$ cat src/sv/ptts_pkg.sv
`timescale 1ns / 1ps
`default_nettype none
// ----------------------------------------------------------------------------
// ptts_pkg
// shared types, codes and sizes of the periodic task tick scheduler
// ----------------------------------------------------------------------------
package ptts_pkg;

  localparam int NUM_TASKS = 8;
  localparam int SLOT_W    = (NUM_TASKS > 1) ? $clog2(NUM_TASKS) : 1;

  typedef enum logic [2:0] {
    FUNC_TICK    = 3'd0,
    FUNC_CREATE  = 3'd1,
    FUNC_DELETE  = 3'd2,
    FUNC_RESUME  = 3'd3,
    FUNC_SUSPEND = 3'd4
  } ptts_func_e;

  typedef enum logic [1:0] {
    ST_DONE  = 2'd0,
    ST_TAKEN = 2'd1,
    ST_EMPTY = 2'd2,
    ST_BAD   = 2'd3
  } ptts_status_e;

  typedef struct packed {
    logic [2:0]  func;
    logic [7:0]  slot;
    logic [15:0] period;
    logic [15:0] first_delay;
  } ptts_req_t;

  typedef struct packed {
    ptts_status_e status;
    logic [7:0]   fired_mask;
  } ptts_rsp_t;

  typedef struct packed {
    logic        occupied;
    logic        running;
    logic [15:0] reload_period;
    logic [15:0] countdown;
  } ptts_entry_t;

  localparam int ENTRY_W = $bits(ptts_entry_t);

endpackage
`default_nettype wire

$ cat src/sv/ptts_ram.sv
`timescale 1ns / 1ps
`default_nettype none
// ----------------------------------------------------------------------------
// ptts_ram
// generic one-write one-read synchronous ram, registered read data
// ----------------------------------------------------------------------------
module ptts_ram #(
  parameter int DEPTH  = 8,
  parameter int WIDTH  = 34,
  parameter int ADDR_W = (DEPTH > 1) ? $clog2(DEPTH) : 1
) (
  input  wire logic              clk_i,
  input  wire logic              we_i,
  input  wire logic [ADDR_W-1:0] waddr_i,
  input  wire logic [WIDTH-1:0]  wdata_i,
  input  wire logic              re_i,
  input  wire logic [ADDR_W-1:0] raddr_i,
  output      logic [WIDTH-1:0]  rdata_o
);

  logic [WIDTH-1:0] mem_q [DEPTH];

  always_ff @(posedge clk_i) begin
    if (we_i) begin
      mem_q[waddr_i] <= wdata_i;
    end
  end

  always_ff @(posedge clk_i) begin
    if (re_i) begin
      rdata_o <= mem_q[raddr_i];
    end
  end

endmodule
`default_nettype wire

$ cat src/sv/ptts_ctrl.sv
`timescale 1ns / 1ps
`default_nettype none
// ----------------------------------------------------------------------------
// ptts_ctrl
// sequencer: reads slot entries, updates them and writes them back
// ----------------------------------------------------------------------------
module ptts_ctrl
  import ptts_pkg::*;
(
  input  wire logic              clk_i,
  input  wire logic              rst_ni,
  input  wire logic              start,
  output      logic              busy,
  input  wire ptts_req_t         req_i,
  output      logic              done_o,
  output      ptts_rsp_t         rsp_o,
  output      logic              mem_re_o,
  output      logic [SLOT_W-1:0] mem_raddr_o,
  input  wire logic [ENTRY_W-1:0] mem_rdata_i,
  output      logic              mem_we_o,
  output      logic [SLOT_W-1:0] mem_waddr_o,
  output      logic [ENTRY_W-1:0] mem_wdata_o
);

  typedef enum logic [1:0] {S_IDLE, S_TICK, S_OP} state_e;

  localparam logic [SLOT_W-1:0] LastIdx = SLOT_W'(NUM_TASKS - 1);

  state_e                 state_q;
  ptts_req_t              req_q;
  logic [SLOT_W-1:0]      idx_q;
  logic [7:0]             mask_q;
  logic [NUM_TASKS-1:0]   valid_q;
  logic                   rvalid_q;
  logic                   done_q;
  ptts_rsp_t              rsp_q;

  logic                   accept;
  logic                   is_bad;
  ptts_entry_t            entry;
  ptts_entry_t            tick_entry;
  logic                   tick_fire;
  logic [7:0]             mask_next;
  ptts_entry_t            op_entry;
  logic                   op_we;
  ptts_status_e           op_status;

  assign busy   = (state_q != S_IDLE);
  assign done_o = done_q;
  assign rsp_o  = rsp_q;

  assign accept = start && (state_q == S_IDLE);
  // tick ignores the slot field
  assign is_bad = (req_i.func != FUNC_TICK) &&
                  ((req_i.func > 3'(FUNC_SUSPEND)) || (req_i.slot >= 8'(NUM_TASKS)));

  // never-written entries read as the reset value
  assign entry = rvalid_q ? ptts_entry_t'(mem_rdata_i) : '0;

  // tick update of one entry
  always_comb begin
    tick_entry = entry;
    tick_fire  = 1'b0;
    if (entry.running) begin
      if (entry.countdown == 16'd0) begin
        if (entry.occupied) begin
          tick_entry.countdown = entry.reload_period - 16'd1;
          tick_fire            = 1'b1;
        end
      end else begin
        tick_entry.countdown = entry.countdown - 16'd1;
      end
    end
  end

  assign mask_next = mask_q | (8'(tick_fire) << idx_q);

  // slot operations
  always_comb begin
    op_entry  = entry;
    op_we     = 1'b0;
    op_status = ST_DONE;
    case (req_q.func)
      FUNC_CREATE: begin
        if (entry.occupied) begin
          op_status = ST_TAKEN;
        end else begin
          op_we                  = 1'b1;
          op_entry.occupied      = 1'b1;
          op_entry.running       = 1'b1;
          op_entry.reload_period = req_q.period;
          op_entry.countdown     = req_q.first_delay;
        end
      end
      FUNC_DELETE: begin
        op_we             = 1'b1;
        op_entry.occupied = 1'b0;
      end
      FUNC_RESUME, FUNC_SUSPEND: begin
        if (entry.occupied) begin
          op_we            = 1'b1;
          op_entry.running = (req_q.func == FUNC_RESUME);
        end else begin
          op_status = ST_EMPTY;
        end
      end
      default: begin
        op_status = ST_BAD;
      end
    endcase
  end

  // memory ports
  always_comb begin
    mem_re_o    = 1'b0;
    mem_raddr_o = req_i.slot[SLOT_W-1:0];
    if (state_q == S_TICK) begin
      mem_re_o    = (idx_q != LastIdx);
      mem_raddr_o = idx_q + SLOT_W'(1);
    end else if (accept && !is_bad) begin
      mem_re_o = 1'b1;
      if (req_i.func == FUNC_TICK) begin
        mem_raddr_o = '0;
      end
    end
  end

  assign mem_we_o    = (state_q == S_TICK) || ((state_q == S_OP) && op_we);
  assign mem_waddr_o = (state_q == S_TICK) ? idx_q : req_q.slot[SLOT_W-1:0];
  assign mem_wdata_o = (state_q == S_TICK) ? ENTRY_W'(tick_entry) : ENTRY_W'(op_entry);

  always_ff @(posedge clk_i or negedge rst_ni) begin
    if (!rst_ni) begin
      state_q  <= S_IDLE;
      valid_q  <= '0;
      rvalid_q <= 1'b0;
      done_q   <= 1'b0;
      idx_q    <= '0;
      mask_q   <= '0;
      req_q    <= '0;
      rsp_q    <= '0;
    end else begin
      done_q <= 1'b0;
      if (mem_we_o) begin
        valid_q[mem_waddr_o] <= 1'b1;
      end
      if (mem_re_o) begin
        rvalid_q <= valid_q[mem_raddr_o];
      end
      case (state_q)
        S_IDLE: begin
          if (accept) begin
            req_q <= req_i;
            if (req_i.func == FUNC_TICK) begin
              idx_q   <= '0;
              mask_q  <= '0;
              state_q <= S_TICK;
            end else if (is_bad) begin
              done_q            <= 1'b1;
              rsp_q.status      <= ST_BAD;
              rsp_q.fired_mask  <= '0;
            end else begin
              state_q <= S_OP;
            end
          end
        end
        S_TICK: begin
          mask_q <= mask_next;
          idx_q  <= idx_q + SLOT_W'(1);
          if (idx_q == LastIdx) begin
            done_q           <= 1'b1;
            rsp_q.status     <= ST_DONE;
            rsp_q.fired_mask <= mask_next;
            state_q          <= S_IDLE;
          end
        end
        S_OP: begin
          done_q           <= 1'b1;
          rsp_q.status     <= op_status;
          rsp_q.fired_mask <= '0;
          state_q          <= S_IDLE;
        end
        default: begin
          state_q <= S_IDLE;
        end
      endcase
    end
  end

endmodule
`default_nettype wire

$ cat src/sv/periodic_task_tick_scheduler.sv
`timescale 1ns / 1ps
`default_nettype none
// ----------------------------------------------------------------------------
// periodic_task_tick_scheduler
// time-triggered table of periodic task slots with tick, create, delete,
// resume and suspend commands
// ----------------------------------------------------------------------------
// usage:
//   a command word on req_i is taken at a rising edge with start high and
//   busy low. every command gives exactly one result word on rsp_o, shown for
//   one cycle with done_o high; the receiver cannot stall, so it must take
//   the word in that cycle.
//   tick walks all NUM_TASKS slots through the slot ram, one entry per cycle;
//   busy stays high for the whole walk, and the result word is registered
//   as the last entry is written back. the single read port of the slot
//   ram sets this rate.
//   create, delete, resume and suspend take one read-modify-write of one
//   entry: busy for one cycle, in which the result word is registered.
//   a bad index or unknown command answers in the cycle after accept without
//   raising busy.
//   reset clears all control state and the per-slot valid bits; a slot that
//   was never written reads as empty, stopped and zero.
// ----------------------------------------------------------------------------
module periodic_task_tick_scheduler
  import ptts_pkg::*;
(
  input  wire logic      clk_i,
  input  wire logic      rst_ni,
  input  wire logic      start,
  output      logic      busy,
  input  wire ptts_req_t req_i,
  output      logic      done_o,
  output      ptts_rsp_t rsp_o
);

  // slot ram port signals
  logic               mem_re;
  logic [SLOT_W-1:0]  mem_raddr;
  logic [ENTRY_W-1:0] mem_rdata;
  logic               mem_we;
  logic [SLOT_W-1:0]  mem_waddr;
  logic [ENTRY_W-1:0] mem_wdata;

  // sequencer: decodes commands, walks slots on tick, owns the result register
  ptts_ctrl u_ctrl (
    .clk_i       (clk_i),
    .rst_ni      (rst_ni),
    .start       (start),
    .busy        (busy),
    .req_i       (req_i),
    .done_o      (done_o),
    .rsp_o       (rsp_o),
    .mem_re_o    (mem_re),
    .mem_raddr_o (mem_raddr),
    .mem_rdata_i (mem_rdata),
    .mem_we_o    (mem_we),
    .mem_waddr_o (mem_waddr),
    .mem_wdata_o (mem_wdata)
  );

  // slot table: occupied, running, reload period and countdown per slot
  // during a tick, entry i is written while entry i+1 is read, so the two
  // ports never meet on one address
  ptts_ram #(
    .DEPTH  (NUM_TASKS),
    .WIDTH  (ENTRY_W),
    .ADDR_W (SLOT_W)
  ) u_ram (
    .clk_i   (clk_i),
    .we_i    (mem_we),
    .waddr_i (mem_waddr),
    .wdata_i (mem_wdata),
    .re_i    (mem_re),
    .raddr_i (mem_raddr),
    .rdata_o (mem_rdata)
  );

endmodule
`default_nettype wire

$ cat config.mk
export PLATFORM = sky130hd
export DESIGN_NAME = periodic_task_tick_scheduler
export DESIGN_NICKNAME = d
export VERILOG_FILES = /design/src/sv/ptts_pkg.sv /design/src/sv/ptts_ram.sv /design/src/sv/ptts_ctrl.sv /design/src/sv/periodic_task_tick_scheduler.sv
export SDC_FILE = /design/constraint.sdc
export NUM_CORES = 1
export LEC_CHECK = 0
export BUFFER_PORTS_ARGS = -buffer_cell sky130_fd_sc_hd__buf_2
export CAP_MARGIN = 20
export CORE_UTILIZATION = 40
export CTS_CLUSTER_SIZE = 14
export DETAILED_ROUTE_END_ITERATION = 7
export HOLD_SLACK_MARGIN = 0.02
export PLACE_DENSITY = 0.64
export SYNTH_ARGS = -nofsm -noshare
export SYNTH_HDL_FRONTEND = slang
export SYNTH_SLANG_ARGS = --single-unit
$ cat constraint.sdc
create_clock -name clk_i -period 5.5 [get_ports clk_i]
set_clock_uncertainty 0.2 [all_clocks]
set_input_delay 1.1 -clock clk_i [delete_from_list [all_inputs] [get_ports clk_i]]
set_output_delay 1.1 -clock clk_i [all_outputs]
set_load 0.1 [all_outputs]
==> results of run 1 <==
[worst paths after layout]
check                                  startpoint  slack [ps]                 end  depth (start not counted)
worst max-delay path            u_ctrl.state_q[1]        1750  u_ram.mem_q[6][14]                          8
worst min-delay path            u_ctrl.valid_q[1]         260   u_ctrl.valid_q[1]                          2
worst max register to register  u_ctrl.state_q[1]        1750  u_ram.mem_q[6][14]                          8
worst min register to register  u_ctrl.valid_q[1]         260   u_ctrl.valid_q[1]                          2
max in group asynchronous                  rst_ni        4220    u_ctrl.req_q[23]                          2
min in group asynchronous                  rst_ni         280     u_ctrl.req_q[8]                          1
[state kept, by name, indices dropped and copies added, names as in the netlist]
name	cells
u_ctrl.rvalid_q	1
u_ctrl.done_o	1
u_ram.mem_q	272
u_ctrl.idx_q	3
u_ctrl.req_q	38
u_ram.rdata_o	34
u_ctrl.valid_q	8
u_ctrl.state_q	2
u_ctrl.rsp_o	10
u_ctrl.mask_q	8
[per-layer routing]
metal | up-vias | track usage, % | part of all wire (%)
met5 | - | 0 | 0
met4 | 0 | 5.07 | 2.4
met3 | 65 | 2.96 | 5.9
met2 | 321 | 30.3 | 48
met1 | 5170 | 25.5 | 44
li1 | 4617 | - | -
[cell usage after synthesis (7+ instances only)]
cell / n / area share, %
edfxtp_1: 306 / 55
mux2i_1: 210 / 12
nand2_1: 82 / 1.8
mux2_2: 81 / 5.4
dfrtp_1: 71 / 11
clkbuf_1: 42 / 0.94
o21ai_0: 42 / 1.2
nand3_1: 28 / 0.83
a21oi_1: 27 / 0.80
nor2_1: 27 / 0.60
buf_2: 26 / 0.77
nor3_1: 25 / 0.74
inv_1: 24 / 0.54
o31ai_1: 21 / 0.94
a31oi_1: 12 / 0.45
ha_1: 8 / 0.60
or3_1: 7 / 0.26
[worst reg2reg max path: cells and delay by family (launching register included)]
family / cells / cell delay (ps)
compound gates: 2 / 630
flops: 1 / 420
simple gates: 2 / 750
buf+inv: 2 / 530
fa+ha+maj: 1 / 620
mux: 1 / 330
[cell type report]
| class | count | share of cell area (%) |
|---|---|---|
| Clock buffer | 58 | 5.70 |
| Sequential cell | 377 | 57.5 |
| Inverter | 24 | 0.473 |
| Clock inverter | 13 | 0.722 |
| Timing Repair Buffer | 90 | 3.11 |
| Tap cell | 532 | 3.49 |
| Multi-Input combinational cell | 696 | 29.0 |
[per-stage QoR]
step | total power [mW] | hold WS (ps) | cell area (µm²) | cells | setup slack, ps
after floorplan | 6.75 | 224 | 16800 | 1171 | 615
after global placement | 7.71 | 237 | 17800 | 1717 | 1750
after detailed placement | 7.79 | 243 | 17800 | 1717 | 1700
after CTS | 10.4 | 260 | 19000 | 1788 | 1790
after global routing | 10.8 | 285 | 19100 | 1790 | 1420
final | 10.3 | 257 | 19100 | 1790 | 1750
[power groups by stage]
stage               clock [mW]  sequential (mW)  combinational (mW)
global route              2.72             4.68                3.42
floorplan                    0             4.50                2.25
detailed placement           0             4.67                3.12
global placement             0             4.65                3.06
CTS                       2.62             4.62                3.13
finish                    2.55             4.62                3.14
[kinds of logic (layout without fill, tap and decap cells)]
kind of cell,after synthesis,after routing,share of synthesized area [%]
flip-flops,377,377,65.2
XOR/XNOR,9,9,0.469
adder cells (fa/ha/maj),8,8,0.595
AND/OR/NAND/NOR,213,213,6.20
buffers and inverters,98,185,2.38
AO/OA/AOI/OAI,174,174,7.19
multiplexers,292,292,18.0
==> metrics.md, run 1 <==
| Metric | Value |
|---|---|
| Max FO, Critical Path | 24 |
| Hpwl dp | 23600 µm |
| Share of layout cells above drive strength 1 | 20.0% |
| Avg Cell Area, Syn | 14.4 µm² |
| # DRC | 0 |
| Int Power | 6.77 mW |
| # Max-Cap Violations | 0 |
| Worst slew pin tran | 1050 ps |
| Leak Pwr | 7.22 nW |
| Fill count | 3655 |
| Vias in the first global route | 9952 |
| Root Driver | clkbuf_16 |
| Total core area | 0.0411 mm² |
| Clock power frac | 24.8% |
| Slowest-stage cell, CP | ha_1 |
| Reg clk slew, reported paths | 60 ps |
| Num ports | 58 |
| RSZ-0062 raised after global routing | false |
| Post-synth EDFFs | 306 |
| Seq/Total Area, Yosys | 65.2% |
| Sequential cell fraction of total power | 44.8% |
| Cell Rows | 74 |
| Clk sinks | 377 |
| Slew Viols, Final | 0 |
| Switch Pwr | 3.55 mW |
| Initial Utilization | 40.9% |
| Ys flop type | edfxtp_1 |
| F_max | 267 MHz |
| GR Overflow Total | 0 |
| DIE AREA | 0.0429 mm² |
| WP data arrival | 3810 ps |
| Final WL | 39400 µm |
| Crit-path max cell delay | 620 ps |
| Status | complete, no violations |
| Htree depth | 2 |
| Die height | 207 µm |
| Setup TNS | 0 ps |
| Delay-heaviest family, CP | simple AND/OR/NAND/NOR gates |
| Gr usage total | 18.5% |
| Max VDD drop | 0.319 mV |
| Syn nets | 1225 |
| Die width | 207 µm |
| Worst EP required | 5560 ps |
| Setup bufs post-CTS | 0 |
| Area occupied by registers | 0.0110 mm² |
| Antenna Nets Post-Route | 0 |
| Power per cell area | 541 mW/mm² |
| Vias/cell | 5.68 |
| Synth cell types | 75 |
| Area Overhead vs Synth | 13.3% |
| Final hold vios | 0 |
| First-pass DRT Iterations | 7 |
| Worst-skew pair later-pin latency | 550 ps |
| Type of origin of the critical path | flip-flop |
| Initial antenna violation count | 0 |
| CTS Buf Count | 39 |
| Area of the multi-input gates | 0.00552 mm² |
| Synthesized flop and latch total | 377 |
| Buf+Inv Stages, Crit Path | 2 |
| Ys async rst share | 18.8% |
| Final cycle utilization of the critical path | 68.2% |
| Rel. slew slack | 30.1% |
| Cts hold-fix bufs | 0 |
| Number of buffers added on ports | 57 |
| DR WL/cell | 22.0 µm |
| Synth warn | 0 |
| Via count | 10200 |
| Most frequent cells in the layout | edfxtp_1, mux2i_1, nand2_1, mux2_2, dfrtp_1 |
| N_diodes | 0 |
| Global-route wire length before repair | 61200 µm |
| CTS tree | done |
| Fin util | 46.4% |
| Mapped Area | 0.0168 mm² |
| DR iter-0 viols | 1011 |
| Commonest non-fill, non-tap cell in the layout | edfxtp_1 |
| Worst min-delay path category | reg -> reg |
| Number of gates resized after CTS | 0 |
| Synthesized instance count | 1171 |
| Critical-path cell list | inv_1 -> ha_1 -> buf_4 -> nor2_1 -> nand3_1 -> mux2i_1 -> a311oi_1 -> a21oi_1 |
| Final setup viols | 0 |
| Comb power frac | 30.5% |
| CP endpoint kind | flip-flop |
| Clk buf depth | 3 |
| Critical path class | reg -> reg |
| Largest net degree at the start of global routing | 97 |
| Sw frac | 34.4% |
| Nets | 1282 |
| GP Congestion | 0.931 |
| Tmin final | 3750 ps |
Note: power is estimated with default switching activity, not from simulation.
==> run 2: changes to the inputs <==
--- a/config.mk
+++ b/config.mk
@@ -11,7 +11,7 @@
 export CTS_CLUSTER_SIZE = 14
 export DETAILED_ROUTE_END_ITERATION = 7
 export HOLD_SLACK_MARGIN = 0.02
-export PLACE_DENSITY = 0.64
+export PLACE_DENSITY = 0.67
 export SYNTH_ARGS = -nofsm -noshare
 export SYNTH_HDL_FRONTEND = slang
 export SYNTH_SLANG_ARGS = --single-unit
==> constraint.sdc (replaced) <==
create_clock -name clk_i -period 3.06 [get_ports clk_i]
set_clock_uncertainty 0.2 [all_clocks]
set_input_delay 0.612 -clock clk_i [delete_from_list [all_inputs] [get_ports clk_i]]
set_output_delay 0.612 -clock clk_i [all_outputs]
set_load 0.1 [all_outputs]
==> run 2 against run 1 <==
  * The run now ends with design-rule violations left
  * Global-route usage grew 0.54 points
  * Sequential power is 76% higher
  * Non-clock buffer count grew 69
  * Register-to-register slack got worse by 1700 ps
  * First-iteration DRC count decreased by 16%
  * Hold slack got worse by 180 ps
  * Die area is the same
  * Fmax up 27%
  * Critical path type unchanged
==> metrics.md, run 2 (synthesis gave the netlist of run 1 again) <==
| Metric | Value |
|---|---|
| Clk sinks | 377 |
| Fill count | 3555 |
| Max FO, Critical Path | 42 |
| Antenna Nets Post-Route | 0 |
| Worst min-delay path category | in -> reg |
| Final WS setup | 99.8 ps |
| Root Driver | clkbuf_16 |
| # DRC | 1 |
| Type of origin of the critical path | flip-flop |
| Regs by FF count | u_ram.mem_q x272, u_ctrl.req_q x38, u_ram.rdata_o x34 |
| Reg-to-Reg Start | u_ctrl.state_q[0] |
| WP data arrival | 3050 ps |
| Failing checks | design-rule violations |
| Number of buffers added on ports | 57 |
| GRT met3 Usage | 3.05% |
| CTS tree | done |
| RR Endpoint | u_ram.rdata_o[32] |
| Int Power | 13.2 mW |
| Leak Pwr | 7.78 nW |
| Initial antenna violation count | 0 |
| Reg clk slew, reported paths | 60 ps |
| First-pass DRT Iterations | 8 |
| Status | finished, violations left |
| Tmin final | 2960 ps |
| Largest net degree at the start of global routing | 49 |
| Commonest non-fill, non-tap cell in the layout | edfxtp_1 |
| Num ports | 58 |
| GR Overflow Total | 0 |
| Switch Pwr | 6.75 mW |
| Most frequent cells in the layout | edfxtp_1, mux2i_1, nand2_1, mux2_2, buf_4 |
| Setup WS pre-CTS | -120 ps |
| Flip-flop count of the largest register after layout | 272 |
| Nets | 1352 |
| # Max-Cap Violations | 0 |
| R2R Setup Slk | 100 ps |
| Worst Setup EP | u_ram.rdata_o[32] |
| Cell Rows | 74 |
| Htree depth | 2 |
| Clock power frac | 25.5% |
| Worst-skew pair later-pin latency | 550 ps |
| Sequential cell fraction of total power | 40.7% |
| Largest reg by FF count | u_ram.mem_q |
| Initial Utilization | 40.9% |
| Worst slew pin tran | 981 ps |
| Total core area | 0.0411 mm² |
| Critical path class | reg -> reg |
| Sw frac | 33.8% |
| Worst EP required | 3150 ps |
| FF-to-FF path depth | 8 |
| F_max | 338 MHz |
| GP Congestion | 1.01 |
| DP Area | 0.0186 mm² |
| Final setup viols | 0 |
| Gr usage total | 19.0% |
| GR Util met1 | 25.7% |
| Share of layout cells above drive strength 1 | 25.1% |
| CTS Buf Count | 40 |
| Power Total | 20.0 mW |
| Vias in the first global route | 10400 |
| Post-route cell area | 0.0202 mm² |
| Hold_ws | 81.5 ps |
| Clk buf depth | 3 |
| Hpwl dp | 25600 µm |
| Die height | 207 µm |
| Power per cell area | 991 mW/mm² |
| Slew Viols, Final | 0 |
| Via count | 10300 |
| GR Util met2 | 31.1% |
| Die width | 207 µm |
| Final cycle utilization of the critical path | 96.7% |
| N_diodes | 0 |
| DR WL/cell | 21.8 µm |
| Final WL | 40600 µm |
| Comb power frac | 33.8% |
| Layer with the highest usage | met2 |
| Vias/cell | 5.55 |
| DR iter-0 viols | 849 |
| Crit path launch | u_ctrl.state_q[0] |
| Max VDD drop | 0.570 mV |
| CP endpoint kind | flip-flop |
| Rel. slew slack | 34.6% |
| Global-route wire length before repair | 62500 µm |
| Final hold vios | 0 |
| Area Overhead vs Synth | 19.8% |
| DIE AREA | 0.0429 mm² |
## run 2: cell count changes in the layout (fill, tap and decap cells not counted), sizes merged
cell and delta:
bufbuf +1, clkinvlp +2, dlygate4sd3 +1, bufinv +4, clkbuf -7, inv -1, clkinv +4, buf +68
## run 2: layout make-up
cell class,instances,area (µm²),share of cell area (%)
clock inverter,22,304,1.51
tap,532,666,3.30
sequential,377,11000,54.4
timing repair buffer,159,1380,6.85
inverter,24,90.1,0.447
multi-input combinational,696,5640,28.0
clock buffer,52,1110,5.49
## run 2: power groups by stage
| stage | registers [mW] | clock network [mW] | logic, mW |
|---|---|---|---|
| after CTS | 8.11 | 5.19 | 6.71 |
| after global placement | 8.18 | 0 | 6.46 |
| after floorplan | 8.07 | 0 | 4.18 |
| after global routing | 8.23 | 5.39 | 7.30 |
| after detailed placement | 8.21 | 0 | 6.61 |
| final | 8.13 | 5.09 | 6.76 |
## run 2: worst min path at each step
| stage | start | end | slack, ps | cells after the start |
|---|---|---|---|---|
| 3_3_place_gp | u_ctrl.valid_q[1] | u_ctrl.valid_q[1] | 240 | 2 |
| 2_1_floorplan | rst_ni | u_ctrl.done_o | 120 | 0 |
| 5_1_grt | req_i[24] | u_ctrl.req_q[24] | 70 | 2 |
| 4_1_cts | req_i[14] | u_ctrl.req_q[14] | 70 | 3 |
| 3_5_place_dp | u_ctrl.valid_q[5] | u_ctrl.valid_q[5] | 240 | 2 |
| 6_report | req_i[15] | u_ctrl.req_q[15] | 80 | 3 |
## run 2: through the flow
stage          utilization (%)  instances  TNS [ps]
2_1_floorplan                -       1171         0
3_3_place_gp              45.3       1784      -756
3_5_place_dp              45.3       1785     -1940
4_1_cts                   48.9       1861         0
5_1_grt                   49.0       1862     -4.82
6_report                  49.0       1862         0
## run 2: routing by layer
| layer | vias to the layer above | wire length [µm] |
|---|---|---|
| met2 | 322 | 19200 |
| met5 | - | 0 |
| met4 | 0 | 1190 |
| li1 | 4766 | - |
| met1 | 5159 | 18100 |
| met3 | 81 | 2090 |
## run 2: repair_timing
item                                    4_1_cts  5_1_grt
resized for setup                             3        9
hold buffers                                  1        0
pin swaps                                     1        1
endpoints found under the setup margin       25      100
endpoints found under the hold margin        44        0
setup buffers                                 0        1
gates cloned                                  1        0
## run 2: worst max-delay path, cell delays in order (launching register included)
cell and delay (ps):
dfrtp_1 420, ha_1 330, nand2b_1 250, a22oi_2 220, buf_4 200, bufbuf_16 430, mux2i_1 240, mux2i_1 90
mux2_2 280
==> run 3: changes to the inputs <==
--- a/config.mk
+++ b/config.mk
@@ -5,13 +5,13 @@
 export SDC_FILE = /design/constraint.sdc
 export NUM_CORES = 1
 export LEC_CHECK = 0
-export BUFFER_PORTS_ARGS = -buffer_cell sky130_fd_sc_hd__buf_2
 export CAP_MARGIN = 20
 export CORE_UTILIZATION = 40
 export CTS_CLUSTER_SIZE = 14
 export DETAILED_ROUTE_END_ITERATION = 7
+export DONT_BUFFER_PORTS = 1
 export HOLD_SLACK_MARGIN = 0.02
-export PLACE_DENSITY = 0.67
+export PLACE_DENSITY = 0.65
 export SYNTH_ARGS = -nofsm -noshare
 export SYNTH_HDL_FRONTEND = slang
 export SYNTH_SLANG_ARGS = --single-unit
==> run 3 against run 2 <==
  * The run now ends clean
  * Routed wire length is 0.35% higher
  * Count of clock-buffer cells in the layout rose by 3
  * Setup slack better by 48 ps
  * Final cell count is 1.0% lower
  * Global-route usage is 0.17 points higher
  * Total power shrank 3.2%
  * Die area is the same
  * Utilization is 0.54 points lower
  * Final area down 1.1%
  * Critical path type unchanged
  * Highest routed layer unchanged
==> metrics.md, run 3 (synthesis gave the netlist of run 1 again) <==
| Metric | Value |
|---|---|
| Status | complete, no violations |
| Worst EP required | 3120 ps |
| GRT met3 Usage | 3.31% |
| Rel. slew slack | 38.8% |
| CTS Buf Count | 40 |
| DIE AREA | 0.0429 mm² |
| DR WL/cell | 22.1 µm |
| Final WL | 40700 µm |
| Vias/cell | 5.58 |
| Finished Layout Cells | 1843 |
| DP Area | 0.0182 mm² |
| R2R Setup Slk | 150 ps |
| Delay-heaviest family, CP | compound AO/OA/AOI/OAI gates |
| Global-route wire length before repair | 62500 µm |
| Hpwl dp | 25600 µm |
| Total core area | 0.0411 mm² |
| F_max | 343 MHz |
| Most common cell on crit path | buf_4 |
| Number of buffers added on ports | 0 |
| Final hold vios | 0 |
| GR Overflow Total | 0 |
| Type of origin of the critical path | flip-flop |
| Reg clk slew, reported paths | 60 ps |
| Tmin final | 2910 ps |
| Critical-path cell list | o41ai_1 -> buf_4 -> nand4_1 -> nor2_1 -> buf_4 -> mux2_2 -> a211o_1 |
| GP Congestion | 0.975 |
| Largest reg by FF count | u_ram.mem_q |
| Reg-to-Reg Start | u_ram.rdata_o[10] |
| Share of layout cells above drive strength 1 | 20.7% |
| CP endpoint kind | flip-flop |
| Via count | 10300 |
| Antenna Nets Post-Route | 0 |
| Layer with the highest usage | met2 |
| Area Overhead vs Synth | 18.5% |
| Fill count | 3594 |
| RSZ-0062 raised after global routing | false |
| Max VDD drop | 0.525 mV |
| Commonest non-fill, non-tap cell in the layout | edfxtp_1 |
| Slew Viols, Final | 0 |
| Crit-path max cell delay | 430 ps |
| # placed instances | 1730 |
| Post-route cell area | 0.0199 mm² |
| WP data arrival | 2970 ps |
| Slowest-stage cell, CP | edfxtp_1 |
| Nets | 1335 |
| Clk buf depth | 3 |
| HP Start | req_i[15] |
| N_diodes | 0 |
| # Max-Cap Violations | 0 |
| Final cycle utilization of the critical path | 95.2% |
| Worst-skew pair later-pin latency | 560 ps |
| Gr usage total | 19.2% |
| Clk sinks | 377 |
| Flip-flop count of the largest register after layout | 272 |
| Vias in the first global route | 10400 |
| Root Driver | clkbuf_16 |
| Buf+Inv Stages, Crit Path | 2 |
| Num ports | 58 |
| Largest net degree at the start of global routing | 72 |
| CTS tree | done |
| Die height | 207 µm |
| Die width | 207 µm |
| DR iter-0 viols | 746 |
| Final setup viols | 0 |
| Leak Pwr | 7.58 nW |
| Worst slew pin tran | 918 ps |
| # DRC | 0 |
| Htree depth | 2 |
| First-pass DRT Iterations | 7 |
| Initial antenna violation count | 0 |
| Worst min-delay path category | in -> reg |
| Most frequent cells in the layout | edfxtp_1, mux2i_1, buf_4, nand2_1, mux2_2 |
| Initial Utilization | 40.9% |
| Crit path launch | u_ram.rdata_o[10] |
| Max FO, Critical Path | 8 |
| Setup bufs post-CTS | 0 |
| Regs by FF count | u_ram.mem_q x272, u_ctrl.req_q x38, u_ram.rdata_o x34 |
| GR Util met1 | 25.3% |
| Critical path class | reg -> reg |
| Power per cell area | 970 mW/mm² |
| GR Util met2 | 31.6% |
| Cell Rows | 74 |
## run 3: final timing paths
kind / to / cells past startpoint
hold reg to reg: u_ctrl.valid_q[0] / 2
setup / recovery: u_ram.mem_q[2][3] / 7
min in group asynchronous: u_ctrl.req_q[12] / 2
setup reg to reg: u_ram.mem_q[2][3] / 7
hold / removal: u_ctrl.req_q[15] / 2
max in group asynchronous: u_ctrl.req_q[14] / 2
## run 3: cell type report
class                      instances  area [µm²]  area share [%]
sequential                       377       11000            55.0
multi-input combinational        696        5620            28.2
timing repair buffer             142        1350            6.79
clock buffer                      55        1120            5.62
tap                              532         666            3.34
clock inverter                    17         118           0.590
inverter                          24        90.1           0.452
## run 3: per-layer routing
layer  vias to the layer above  part of all wire (%)
met5                         -                     0
met4                         0                   2.8
met3                        68                   4.9
met2                       280                    49
met1                      5213                    44
li1                       4732                     -
## run 3: worst register-to-register path: stages (launching register included)
cell and delay (ps):
edfxtp_1 430, o41ai_1 410, buf_4 190, nand4_1 230, nor2_1 220, buf_4 180, mux2_2 340, a211o_1 400
## run 3: where the power goes
| group | total (mW) | internal (mW) | switching (mW) |
|---|---|---|---|
| Sequential | 8.21 | 7.49 | 0.715 |
| Clock | 4.58 | 2.64 | 1.94 |
| Combinational | 6.55 | 2.60 | 3.95 |
## run 3: stage by stage
stage / setup WS [ps] / setup TNS (ps) / util [%] / hold slack (ps) / total power, mW
2_1_floorplan: 0.572 / 0 / - / 116 / 12.2
3_3_place_gp: 121 / 0 / 44.4 / 120 / 14.5
3_5_place_dp: -32.2 / -257 / 44.4 / 121 / 14.7
4_1_cts: 81.1 / 0 / 48.4 / 61.4 / 19.4
5_1_grt: 40.2 / 0 / 48.5 / 74.6 / 20.3
6_report: 148 / 0 / 48.5 / 62.4 / 19.3
## run 3: timing repair
| item | CTS | global route |
|---|---|---|
| pin swaps | 0 | 0 |
| hold buffers | 39 | 0 |
| setup endpoints to repair | 8 | 57 |
| gates cloned | 0 | 0 |
| gates resized for setup | 1 | 8 |
| hold endpoints to repair | 108 | 0 |
